===== config.mk =====
export PLATFORM = sky130hd
export DESIGN_NAME = doubly_linked_list_engine
export DESIGN_NICKNAME = d
export VERILOG_FILES = /design/src/sv/dll_pkg.sv /design/src/sv/dll_ram.sv /design/src/sv/dll_datapath.sv /design/src/sv/dll_ctrl.sv /design/src/sv/doubly_linked_list_engine.sv
export SDC_FILE = /design/constraint.sdc
export NUM_CORES = 1
export LEC_CHECK = 0
export BUFFER_PORTS_ARGS = -buffer_cell sky130_fd_sc_hd__buf_2
export CORE_MARGIN = 1
export CORE_UTILIZATION = 40
export CTS_CLUSTER_DIAMETER = 60
export DETAILED_ROUTE_END_ITERATION = 10
export PLACE_DENSITY = 0.59
export SYNTH_ARGS = -nofsm -noshare
export SYNTH_HDL_FRONTEND = slang
export SYNTH_HIERARCHICAL = 1
export SYNTH_SLANG_ARGS = --single-unit

===== constraint.sdc =====
create_clock -name clock -period 7 [get_ports clock]
set_input_delay 0.7 -clock clock [delete_from_list [all_inputs] [get_ports clock]]
set_output_delay 0.7 -clock clock [all_outputs]
set_load 0.03 [all_outputs]

===== src/sv/dll_pkg.sv =====
`timescale 1ns / 1ps
// ----------------------------------------------------------------------------
// dll_pkg: shared types for the doubly linked list engine
// Operation codes, status codes, controller states and the command/status
// structs between controller and datapath.
// ----------------------------------------------------------------------------
package dll_pkg;

   typedef enum logic [2:0] {
      FUNC_APPEND   = 3'd0,
      FUNC_DEL_TAIL = 3'd1,
      FUNC_DEL_HEAD = 3'd2,
      FUNC_DEL_POS  = 3'd3,
      FUNC_FIND     = 3'd4,
      FUNC_EDIT     = 3'd5,
      FUNC_REVERSE  = 3'd6,
      FUNC_DUMP     = 3'd7
   } func_type;

   typedef enum logic [2:0] {
      STAT_OK        = 3'd0,
      STAT_EMPTY     = 3'd1,
      STAT_RANGE     = 3'd2,
      STAT_FULL      = 3'd3,
      STAT_NOT_FOUND = 3'd4
   } status_type;

   typedef enum logic [3:0] {
      ST_IDLE,
      ST_DECODE,
      ST_READ,
      ST_VISIT,
      ST_UNLINK_P,
      ST_UNLINK_N,
      ST_APPEND_T,
      ST_DONE
   } state_type;

   // controller -> datapath
   typedef struct packed {
      logic load;        // capture request, start walk at head
      logic advance;     // move cursor to next node, bump index
      logic swap;        // reverse: swap links of current node, advance
      logic flip_ends;   // reverse: swap head and tail
      logic wr_value;    // edit: write value at current node
      logic alloc;       // append: write new node, update tail
      logic link_tail;   // append: old tail next -> new node
      logic unlink;      // delete: latch links of current node, free it
      logic fix_prev;    // delete: repair neighbor before
      logic fix_next;    // delete: repair neighbor after
      logic emit;        // present a result word
      logic emit_last;
      logic emit_data;   // result carries value and index
      status_type stat;
      logic at_tail;     // seek tail instead of walking
   } cmd_type;

   // datapath -> controller
   typedef struct packed {
      func_type func;
      logic     empty;
      logic     full;
      logic     pos_bad;   // position at or beyond count
      logic     at_pos;    // walk index equals requested position
      logic     match;     // current node value equals request value
      logic     walk_end;  // index reached count
      logic     last_elem; // index is count-1
   } sts_type;

endpackage


===== src/sv/dll_ram.sv =====
`timescale 1ns / 1ps
// ----------------------------------------------------------------------------
// dll_ram: generic single-port-write, one-read RAM
// Registered read data.
// ----------------------------------------------------------------------------
module dll_ram #(
   parameter int WIDTH = 32,
   parameter int DEPTH = 16
) (
   input  logic                     clock,
   input  logic                     wr_en,
   input  logic [$clog2(DEPTH)-1:0] wr_addr,
   input  logic [WIDTH-1:0]         wr_data,
   input  logic [$clog2(DEPTH)-1:0] rd_addr,
   output logic [WIDTH-1:0]         rd_data
);
   logic [WIDTH-1:0] mem_ff [DEPTH];

   always_ff @(posedge clock) begin
      if (wr_en) begin
         mem_ff[wr_addr] <= wr_data;
      end
      rd_data <= mem_ff[rd_addr];
   end
endmodule


===== src/sv/dll_datapath.sv =====
`timescale 1ns / 1ps
// ----------------------------------------------------------------------------
// dll_datapath: node store, list pointers and walk cursor
// Holds values and links in RAMs, head/tail/count/free map in flops.
// ----------------------------------------------------------------------------
module dll_datapath #(
   parameter int CAPACITY = 16
) (
   input  logic               clock,
   input  logic               reset,
   input  logic [2:0]         req_func,
   input  logic [7:0]         req_position,
   input  logic signed [31:0] req_value,
   input  dll_pkg::cmd_type   cmd,
   output dll_pkg::sts_type   sts,
   output logic [2:0]         rsp_status,
   output logic signed [31:0] rsp_result_value,
   output logic [7:0]         rsp_result_position,
   output logic [8:0]         rsp_element_count,
   output logic               rsp_last,
   output logic               rsp_strobe
);
   localparam int AW = $clog2(CAPACITY);
   localparam int LW = AW + 1;          // link width, includes null marker
   localparam int CW = $clog2(CAPACITY + 1);
   localparam logic [LW-1:0] NIL = LW'(CAPACITY);

   logic [LW-1:0]  head_ff, head_in, tail_ff, tail_in;
   logic [CW-1:0]  count_ff, count_in;
   logic [CAPACITY-1:0] free_ff, free_in;
   logic [2:0]     func_ff;
   logic [7:0]     pos_ff;
   logic [31:0]    val_ff;
   logic [LW-1:0]  cur_ff, cur_in;
   logic [8:0]     idx_ff, idx_in;
   logic [LW-1:0]  up_ff, dn_ff;       // unlinked node neighbors
   logic [AW-1:0]  alloc_idx;
   logic           alloc_ok;

   // RAM ports
   logic          v_we, n_we, p_we;
   logic [AW-1:0] v_wa, n_wa, p_wa, rd_a;
   logic [31:0]   v_wd, v_rd;
   logic [LW-1:0] n_wd, p_wd, n_rd, p_rd;

   dll_ram #(.WIDTH(32), .DEPTH(CAPACITY)) u_val (
      .clock(clock), .wr_en(v_we), .wr_addr(v_wa), .wr_data(v_wd),
      .rd_addr(rd_a), .rd_data(v_rd));
   dll_ram #(.WIDTH(LW), .DEPTH(CAPACITY)) u_next (
      .clock(clock), .wr_en(n_we), .wr_addr(n_wa), .wr_data(n_wd),
      .rd_addr(rd_a), .rd_data(n_rd));
   dll_ram #(.WIDTH(LW), .DEPTH(CAPACITY)) u_prev (
      .clock(clock), .wr_en(p_we), .wr_addr(p_wa), .wr_data(p_wd),
      .rd_addr(rd_a), .rd_data(p_rd));

   // lowest free node (priority encoder over the free map)
   always_comb begin
      alloc_idx = '0;
      alloc_ok  = 1'b0;
      for (int i = CAPACITY - 1; i >= 0; i--) begin
         if (free_ff[i]) begin
            alloc_idx = AW'(i);
            alloc_ok  = 1'b1;
         end
      end
   end

   assign rd_a = cur_ff[AW-1:0];

   always_comb begin
      head_in  = head_ff;
      tail_in  = tail_ff;
      count_in = count_ff;
      free_in  = free_ff;
      cur_in   = cur_ff;
      idx_in   = idx_ff;
      v_we = 1'b0; v_wa = cur_ff[AW-1:0]; v_wd = val_ff;
      n_we = 1'b0; n_wa = cur_ff[AW-1:0]; n_wd = NIL;
      p_we = 1'b0; p_wa = cur_ff[AW-1:0]; p_wd = NIL;
      if (cmd.load) begin
         cur_in = cmd.at_tail ? tail_ff : head_ff;
         idx_in = '0;
      end
      if (cmd.advance) begin
         cur_in = n_rd;
         idx_in = idx_ff + 9'd1;
      end
      if (cmd.swap) begin
         n_we = 1'b1; n_wd = p_rd;
         p_we = 1'b1; p_wd = n_rd;
         cur_in = n_rd;
         idx_in = idx_ff + 9'd1;
      end
      if (cmd.flip_ends) begin
         head_in = tail_ff;
         tail_in = head_ff;
      end
      if (cmd.wr_value) begin
         v_we = 1'b1;
      end
      if (cmd.alloc) begin
         v_we = 1'b1; v_wa = alloc_idx;
         n_we = 1'b1; n_wa = alloc_idx; n_wd = NIL;
         p_we = 1'b1; p_wa = alloc_idx; p_wd = tail_ff;
         free_in[alloc_idx] = 1'b0;
         tail_in  = LW'(alloc_idx);
         count_in = count_ff + CW'(1);
         cur_in   = tail_ff;          // old tail for the link step
         if (tail_ff == NIL) begin
            head_in = LW'(alloc_idx);
         end
      end
      // no old tail means the new node is also the head
      if (cmd.link_tail && cur_ff != NIL) begin
         n_we = 1'b1; n_wd = tail_ff;
      end
      if (cmd.unlink) begin
         free_in[cur_ff[AW-1:0]] = 1'b1;
         count_in = count_ff - CW'(1);
         if (p_rd == NIL) head_in = n_rd;
         if (n_rd == NIL) tail_in = p_rd;
         cur_in = p_rd;
      end
      // skip the repair on a side that has no neighbor
      if (cmd.fix_prev && up_ff != NIL) begin
         n_we = 1'b1; n_wa = up_ff[AW-1:0]; n_wd = dn_ff;
      end
      if (cmd.fix_next && dn_ff != NIL) begin
         p_we = 1'b1; p_wa = dn_ff[AW-1:0]; p_wd = up_ff;
      end
   end

   always_ff @(posedge clock) begin
      if (reset) begin
         head_ff  <= NIL;
         tail_ff  <= NIL;
         count_ff <= '0;
         free_ff  <= '1;
         rsp_strobe <= 1'b0;
      end else begin
         head_ff  <= head_in;
         tail_ff  <= tail_in;
         count_ff <= count_in;
         free_ff  <= free_in;
         rsp_strobe <= cmd.emit;
      end
   end

   always_ff @(posedge clock) begin
      cur_ff <= cur_in;
      idx_ff <= idx_in;
      // a tail seek reuses load; the request word is only taken on acceptance
      if (cmd.load && !cmd.at_tail) begin
         func_ff <= req_func;
         pos_ff  <= req_position;
         val_ff  <= req_value;
      end
      if (cmd.unlink) begin
         up_ff <= p_rd;
         dn_ff <= n_rd;
      end
      if (cmd.emit) begin
         rsp_status          <= cmd.stat;
         rsp_result_value    <= cmd.emit_data ? ((func_ff == 3'(dll_pkg::FUNC_FIND))
                                ? val_ff : v_rd) : '0;
         rsp_result_position <= cmd.emit_data ? idx_ff[7:0] : '0;
         rsp_element_count   <= 9'(count_in);
         rsp_last            <= cmd.emit_last;
      end
   end

   assign sts.func      = dll_pkg::func_type'(func_ff);
   assign sts.empty     = (count_ff == '0);
   assign sts.full      = !alloc_ok;
   assign sts.pos_bad   = (9'(pos_ff) >= 9'(count_ff));
   assign sts.at_pos    = (idx_ff == 9'(pos_ff));
   assign sts.match     = (v_rd == val_ff);
   assign sts.walk_end  = (idx_ff >= 9'(count_ff));
   assign sts.last_elem = (idx_ff + 9'd1 == 9'(count_ff));
endmodule


===== src/sv/dll_ctrl.sv =====
`timescale 1ns / 1ps
// ----------------------------------------------------------------------------
// dll_ctrl: operation sequencer
// Steps the datapath through walks, link repairs and result words.
// ----------------------------------------------------------------------------
module dll_ctrl (
   input  logic             clock,
   input  logic             reset,
   input  logic             start,
   output logic             busy,
   input  dll_pkg::sts_type sts,
   output dll_pkg::cmd_type cmd
);
   dll_pkg::state_type state_ff, state_in;

   always_ff @(posedge clock) begin
      if (reset) begin
         state_ff <= dll_pkg::ST_IDLE;
      end else begin
         state_ff <= state_in;
      end
   end

   always_comb begin
      state_in = state_ff;
      cmd      = '0;
      cmd.stat = dll_pkg::STAT_OK;
      busy     = (state_ff != dll_pkg::ST_IDLE);
      case (state_ff)
         dll_pkg::ST_IDLE: begin
            if (start) begin
               cmd.load = 1'b1;
               state_in = dll_pkg::ST_DECODE;
            end
         end
         dll_pkg::ST_DECODE: begin
            // func is captured; issue first read at head (delete tail reloads at tail)
            case (sts.func)
               dll_pkg::FUNC_APPEND: begin
                  if (sts.full) begin
                     cmd.emit = 1'b1; cmd.emit_last = 1'b1;
                     cmd.stat = dll_pkg::STAT_FULL;
                     state_in = dll_pkg::ST_DONE;
                  end else begin
                     cmd.alloc = 1'b1;
                     state_in  = dll_pkg::ST_APPEND_T;
                  end
               end
               dll_pkg::FUNC_DEL_TAIL, dll_pkg::FUNC_DEL_HEAD,
               dll_pkg::FUNC_DEL_POS: begin
                  if (sts.empty) begin
                     cmd.emit = 1'b1; cmd.emit_last = 1'b1;
                     cmd.stat = dll_pkg::STAT_EMPTY;
                     state_in = dll_pkg::ST_DONE;
                  end else if (sts.func == dll_pkg::FUNC_DEL_POS && sts.pos_bad) begin
                     cmd.emit = 1'b1; cmd.emit_last = 1'b1;
                     cmd.stat = dll_pkg::STAT_RANGE;
                     state_in = dll_pkg::ST_DONE;
                  end else begin
                     if (sts.func == dll_pkg::FUNC_DEL_TAIL) begin
                        cmd.load = 1'b1; cmd.at_tail = 1'b1;
                     end
                     state_in = dll_pkg::ST_READ;
                  end
               end
               dll_pkg::FUNC_EDIT: begin
                  if (sts.pos_bad) begin
                     cmd.emit = 1'b1; cmd.emit_last = 1'b1;
                     cmd.stat = dll_pkg::STAT_RANGE;
                     state_in = dll_pkg::ST_DONE;
                  end else begin
                     state_in = dll_pkg::ST_READ;
                  end
               end
               dll_pkg::FUNC_DUMP: begin
                  if (sts.empty) begin
                     cmd.emit = 1'b1; cmd.emit_last = 1'b1;
                     cmd.stat = dll_pkg::STAT_EMPTY;
                     state_in = dll_pkg::ST_DONE;
                  end else begin
                     state_in = dll_pkg::ST_READ;
                  end
               end
               default: state_in = dll_pkg::ST_READ;   // find, reverse
            endcase
         end
         dll_pkg::ST_READ: begin
            // RAM read of current node in flight
            state_in = dll_pkg::ST_VISIT;
         end
         dll_pkg::ST_VISIT: begin
            state_in = dll_pkg::ST_READ;
            case (sts.func)
               dll_pkg::FUNC_FIND: begin
                  if (sts.walk_end) begin
                     cmd.emit = 1'b1; cmd.emit_last = 1'b1;
                     cmd.stat = dll_pkg::STAT_NOT_FOUND;
                     state_in = dll_pkg::ST_DONE;
                  end else if (sts.match) begin
                     cmd.emit = 1'b1; cmd.emit_last = 1'b1; cmd.emit_data = 1'b1;
                     state_in = dll_pkg::ST_DONE;
                  end else begin
                     cmd.advance = 1'b1;
                  end
               end
               dll_pkg::FUNC_REVERSE: begin
                  if (sts.walk_end) begin
                     cmd.flip_ends = 1'b1;
                     cmd.emit = 1'b1; cmd.emit_last = 1'b1;
                     state_in = dll_pkg::ST_DONE;
                  end else begin
                     cmd.swap = 1'b1;
                  end
               end
               dll_pkg::FUNC_DUMP: begin
                  cmd.emit = 1'b1; cmd.emit_data = 1'b1;
                  if (sts.last_elem) begin
                     cmd.emit_last = 1'b1;
                     state_in = dll_pkg::ST_DONE;
                  end else begin
                     cmd.advance = 1'b1;
                  end
               end
               dll_pkg::FUNC_EDIT: begin
                  if (sts.at_pos) begin
                     cmd.wr_value = 1'b1;
                     cmd.emit = 1'b1; cmd.emit_last = 1'b1;
                     state_in = dll_pkg::ST_DONE;
                  end else begin
                     cmd.advance = 1'b1;
                  end
               end
               dll_pkg::FUNC_DEL_POS: begin
                  if (sts.at_pos) begin
                     cmd.unlink = 1'b1;
                     state_in = dll_pkg::ST_UNLINK_P;
                  end else begin
                     cmd.advance = 1'b1;
                  end
               end
               default: begin   // delete head or tail: cursor already there
                  cmd.unlink = 1'b1;
                  state_in = dll_pkg::ST_UNLINK_P;
               end
            endcase
         end
         dll_pkg::ST_UNLINK_P: begin
            cmd.fix_prev = sts.empty ? 1'b0 : 1'b1;
            state_in = dll_pkg::ST_UNLINK_N;
         end
         dll_pkg::ST_UNLINK_N: begin
            cmd.fix_next = 1'b1;
            cmd.emit = 1'b1; cmd.emit_last = 1'b1;
            state_in = dll_pkg::ST_DONE;
         end
         dll_pkg::ST_APPEND_T: begin
            cmd.link_tail = 1'b1;
            cmd.emit = 1'b1; cmd.emit_last = 1'b1;
            state_in = dll_pkg::ST_DONE;
         end
         dll_pkg::ST_DONE: begin
            state_in = dll_pkg::ST_IDLE;
         end
         default: state_in = dll_pkg::ST_IDLE;
      endcase
   end
endmodule


===== src/sv/doubly_linked_list_engine.sv =====
`timescale 1ns / 1ps
// ----------------------------------------------------------------------------
// doubly_linked_list_engine: bounded doubly linked list of signed words
// Sequenced operations on a node store with value, next and prev RAMs.
// ----------------------------------------------------------------------------
// Pulse start with a request word while busy is low; busy rises on the next
// cycle and falls when the operation is complete. Every result word appears
// on the rsp_ ports for exactly one cycle with rsp_strobe high and cannot be
// held off, so capture it on that cycle; rsp_last marks the final word of a
// request. Append steps through decode, the tail link and wrap-up; delete
// head/tail through decode, a read of the node RAMs, a visit, the unlink
// states and wrap-up. Position walks, find, reverse and dump pass each node
// visited through a read state of the node RAMs and a visit state, between
// decode and wrap-up. Dump emits one word per node, from its visit state. A
// delete repairs each neighbor's link in a state of its own, prev then next.
// ----------------------------------------------------------------------------
module doubly_linked_list_engine #(
   parameter int CAPACITY = 16
) (
   input  logic               clock,
   input  logic               reset,
   input  logic               start,
   output logic               busy,
   input  logic [2:0]         req_func,
   input  logic [7:0]         req_position,
   input  logic signed [31:0] req_value,
   output logic               rsp_strobe,
   output logic [2:0]         rsp_status,
   output logic signed [31:0] rsp_result_value,
   output logic [7:0]         rsp_result_position,
   output logic [8:0]         rsp_element_count,
   output logic               rsp_last
);
   dll_pkg::cmd_type cmd;
   dll_pkg::sts_type sts;

   // sequencer: owns busy, drives datapath commands
   dll_ctrl u_ctrl (
      .clock(clock), .reset(reset), .start(start), .busy(busy),
      .sts(sts), .cmd(cmd));

   // store, pointers, walk cursor and result register
   dll_datapath #(.CAPACITY(CAPACITY)) u_dp (
      .clock(clock), .reset(reset),
      .req_func(req_func), .req_position(req_position), .req_value(req_value),
      .cmd(cmd), .sts(sts),
      .rsp_status(rsp_status), .rsp_result_value(rsp_result_value),
      .rsp_result_position(rsp_result_position),
      .rsp_element_count(rsp_element_count),
      .rsp_last(rsp_last), .rsp_strobe(rsp_strobe));

   // a result word only comes out of a request in flight
   a_strobe_busy: assert property (@(posedge clock) disable iff (reset)
      rsp_strobe |-> $past(busy))
      else $error("result word without a request in flight");

   // element count never exceeds capacity
   a_count_cap: assert property (@(posedge clock) disable iff (reset)
      rsp_strobe |-> rsp_element_count <= 9'(CAPACITY))
      else $error("element count beyond capacity");

   // the final word of a request ends it
   a_last_done: assert property (@(posedge clock) disable iff (reset)
      rsp_strobe && rsp_last |=> !rsp_strobe)
      else $error("result word after the final word");
endmodule

; ---- Word-level counts from Yosys, hierarchy flattened
; Memory sizes are Yosys's and may differ from the RTL's. A register that Yosys moved wholly into a read port is not among the register bits.
; Index checks and enable logic that the tools add are counted.
[classes]
eq_ne = 23
add_sub_neg = 3
n_mux = 149
n_bitwise = 3
order_cmp = 6
n_reduce_logical = 18
[op_table]
columns = operator, count
row1 = $mux W5, 24
row2 = $mux W4, 22
row3 = $mux W1, 58
row4 = $mux W3, 13
row5 = $eq A32 B32 Y1, 1
row6 = $mux W16, 2
row7 = $mux W32, 1
row8 = $mux W9, 3
row9 = $mux W2, 12
row10 = $pmux W4 S6, 1
row11 = $pmux W4 S5, 1
row12 = $and A16 B16 Y16, 1
row13 = $not A16 Y16, 1
row14 = $or A16 B16 Y16, 1
row15 = $pmux W2 S4, 2
row16 = $pmux W4 S4, 1
row17 = $eq A5 B5 Y1 const B, 3
row18 = $ne A5 B5 Y1 const B, 3
row19 = $eq A3 B3 Y1 const B, 4
row20 = $eq A4 B3 Y1 const B, 3
row21 = $pmux W3 S4, 1
row22 = $lt A4 B5 Y1 const B, 2
row23 = $add A9 B1 Y9 const B, 1
row24 = $eq A9 B5 Y1, 1
row25 = other kinds (27), 40
[totals]
mem_count = 3
regBits = 152
input_bits = 46
ramBits = 672
out_inout_bits = 55
[memory_table]
columns = memory, depth, word_bits, rd, rd_clocked_by_memory_dff, write_ports, line
row1 = u_dp.u_val.mem_ff, 16, 32, 1, 1, 1, dll_ram.sv:17  ; logic [WIDTH-1:0] mem_ff [DEPTH];
row2 = u_dp.u_next.mem_ff, 16, 5, 1, 1, 1, dll_ram.sv:17
row3 = u_dp.u_prev.mem_ff, 16, 5, 1, 1, 1, dll_ram.sv:17

; ---- Logic depth before layout (Yosys ltp)
[depth]
word_depth = 25
mapped_depth = 15
ltp_nobuf = 15

; ---- By module
; The synthesis kept the hierarchy.
[modules_own_cells]
columns = mod, seq_area_each_um2, instances, cells_per_inst, area_each_um2
row1 = dll_ram at u_dp.u_val, 16015.4, 1, 838, 19835.3
row2 = dll_datapath, 4124.0, 1, 692, 7447.1
row3 = dll_ram at u_dp.u_next ..., 2502.4, 2, 155, 3213.1
row4 = dll_ctrl, 60.1, 1, 92, 625.6

; ---- Worst setup path after synthesis
; OpenSTA, ideal clock, no wires.
[synth_path]
path_type = register to register
from = register u_dp.count_ff[2]
to = register u_dp.rsp_element_count[0] (enable)
period_less_slack_ps = 5656
path_buffers = 1
stages_incl_launch_ff = 11
arrival_ps = 5138
setup_slack_ps = 1344
setup_ps = 518
cell_sequence = dfxtp_1 -> clkbuf_1 -> inv_1 -> ha_1 -> a21o_1 -> a21oi_1 -> o21ai_0 -> nand3b_1 -> a31oi_2 -> nor4_2 -> nor3_1
[synth_rtl]
columns = item, line
row1 = start: declaration, dll_datapath.sv:29  ; logic [CW-1:0] count_ff, count_in;
row2 = start signal: assignment, dll_datapath.sv:143  ; count_ff <= count_in;
row3 = end signal: assignment, dll_datapath.sv:167  ; rsp_element_count <= 9'(count_in);
row4 = end: declaration, dll_datapath.sv:19  ; output logic [8:0] rsp_element_count,

==> flow_metrics.tcl <==
set metrics [dict create \
    routed_wl_um 81400 \
    min_period_ns 4.80 \
    power_uw 12900 \
    timing.final.crit_share_pct 68.5 \
    startpoint_type "flip-flop" \
    design.die.area_um2 87000 \
    yosys_warnings 6 \
    max-cap-violations 0 \
    grt_pass1_wl_um 120000 \
    crit_type "reg -> reg" \
    clk_path_buf_depth 3 \
    fmaxAchievable_ghz 0.209 \
    worstSetupStartpoint "u_dp/v_wd[31]" \
    htreeDepth 3 \
    drtIter0Drc 1606 \
    r2r-start "u_dp/v_wd[31]" \
    synth_top_area_cell "edfxtp_1" \
    synth_area_leaders "edfxtp_1 (69%), mux4_2 (11%), dfxtp_1 (4.5%)" \
    drc 0 \
    dp_hpwl_um 45500 \
    crit_slowest_cell "nor2_1" \
    dr.pass1.iters 7 \
    synth.distinct_cells 73 \
    rsz0062_at_grt "false" \
    yosysMostFrequentCell "edfxtp_1" \
    holdWs_ns 0.226 \
    required_ns 7.38 \
    cts_inserted_buffers 93 \
    row_count 107 \
    syn_area_um2 34300 \
    peakVddDrop_mv 0.191 \
    die_h_um 295 \
    async_flop_share_pct 0 \
    grt_max_degree 132 \
    finClkSkew_ns 0.0351 \
    ys_seq_area_share_pct 73.4 \
    vias 18200 \
    synth_cells 1932 \
    gp_congestion 0.843 \
    fin_tns_setup_ns 0 \
    insertion_delay_ns 0.65 \
    antenna_found_initial 2 \
    leakagePower_uw 0.0127 \
    ant_nets 0 \
    synthFlopType "edfxtp_1" \
    maxSlewHeadroom_pct 11.0 \
    slew_viol_final 0 \
    critPathBufInv 0 \
    place_ws_ns 2.29 \
    ys_top_cells_by_count "edfxtp_1 (788), mux4_2 (168), nand2_1 (157)" \
    grt-ovfl-total 0 \
    io-pin-count 101 \
    ys_ff_latch 865 \
    p_per_area_nw_per_um2 328 \
    drive_above_1_share_pct 23.2 \
    hp-class "in -> reg" \
    synth-edff-count 788 \
    crit_family "simple AND/OR/NAND/NOR gates" \
    finalHoldViolCount 0 \
    wl_per_cell_um 24.7 \
    via_per_inst 5.54 \
    numClockSinks 865 \
    ctsRootBufferMaster "clkbuf_16" \
    core_region_area_um2 85100 \
    cts_hold_buf 0 \
    post-cts-setup-buffers 0 \
    nets 2127 \
    die_w_um 295 \
    path_max_fanout 18 \
    cts_tree "yes" \
    portBuffers 96 \
    cts_resized 0 \
    status "finished, final reports clean" \
    area_delta_synth_final_pct 14.5 \
    setup_slack_ns 2.20 \
    avgSynthCellArea_um2 17.8 \
    cp_data_arrival_time_ns 5.17 \
    cts.clk_slew.worst_paths_ns 0.06 \
    cpPeakStageDelay_ns 0.91 \
    cp_cell_sequence "xor2_1 > nor4_1 > nand4_1 > nor2_1 > nor4_1 > a21oi_1 > nor3_1 > nor2_1 > a21oi_1 > o22ai_1 > o21ai_0" \
    track_usage_pct 18.7 \
    min_from "req_value[14]" \
    grt_pass1_vias 18500 \
    utilization_pct 46.2 \
    yosysTopAreaCellShare_pct 68.9 \
    setup_violations 0 \
    critPathCaptureType "flip-flop" \
    worst_pin_slew_ns 1.32 \
    start_util_pct 40.3 \
]
cell families (layout without fill, tap and decap cells):
kind of cell | after synthesis | in the layout | synth area share, %
muxes | 186 | 186 | 11.6
adders and majority gates | 15 | 15 | 0.539
other | 1 | 5 | 0.0109
buffers and inverters | 123 | 333 | 1.79
AOI/OAI and AO/OA | 255 | 255 | 5.21
and+or+nand+nor | 431 | 431 | 6.04
DFF | 865 | 865 | 73.4
xor gates and xnor gates | 56 | 56 | 1.43
stage by stage:
| step | instances | cell area, um^2 |
|---|---|---|
| after floorplan | 1935 | 34300 |
| after global placement | 3116 | 36200 |
| after detailed placement | 3116 | 36200 |
| after CTS | 3289 | 39300 |
| after global routing | 3290 | 39300 |
| final | 3290 | 39300 |
placed cells by master, fill, tap and decap left out, drive strengths merged, types with 21 or more instances in the layout:
cell | Yosys | final
nand2 | 157 | 157
nor2b | 24 | 24
dfxtp | 77 | 77
nand3 | 35 | 35
a21boi | 33 | 33
o21ai | 21 | 21
clkinv | 0 | 31
buf | 50 | 134
a21oi | 50 | 50
inv | 26 | 34
nor3 | 31 | 31
xor2 | 39 | 39
nor2 | 96 | 96
mux4 | 168 | 168
a22oi | 79 | 79
clkbuf | 47 | 127
edfxtp | 788 | 788
area by class of cell:
class                   count  area [um^2]
diodes                      1         2.50
inverters                  26         97.6
repair buffers            134          791
fillers                  7278        45800
clock inverters            46          470
well taps                1144         1430
flip-flops and latches    865        25200
multi-input cells         947         8710
clock buffers             127         2590
path summary, 6_finish.rpt:
check        cells past startpoint  slack (ns)              end
min reg2reg                      2        0.49  u_dp/free_ff[4]
max reg2reg                     11        2.20   u_dp/cur_ff[0]
max                             11        2.20   u_dp/cur_ff[0]
min                              1        0.23    u_dp/v_wd[14]
routing by layer:
layer | part of all wire (%) | GRT usage [%] | vias up
met5 | 0.0098 | 0 | -
met1 | 43 | 26.0 | 9557
met2 | 50 | 31.0 | 579
met3 | 5.6 | 2.78 | 97
li1 | - | - | 8000
met4 | 1.7 | 4.83 | 2
state kept, by name (all words and copies together), names as in the netlist, 8 cells and up:
register / count
u_dp/v_wd: 32
u_dp/u_val/mem_ff: 512
u_dp/rsp_result_position: 8
u_dp/idx_ff: 9
u_dp/rsp_result_value: 32
u_dp/pos_ff: 8
u_dp/u_prev/mem_ff: 80
u_dp/u_next/mem_ff: 80
u_dp/free_ff: 16
u_dp/u_val/rd_data: 32
power breakdown:
part / switching, uW / internal [uW]
combinational: 1040 / 680
sequential: 324 / 5980
clock: 2010 / 2840
Power figures use the tool's default switching activity.
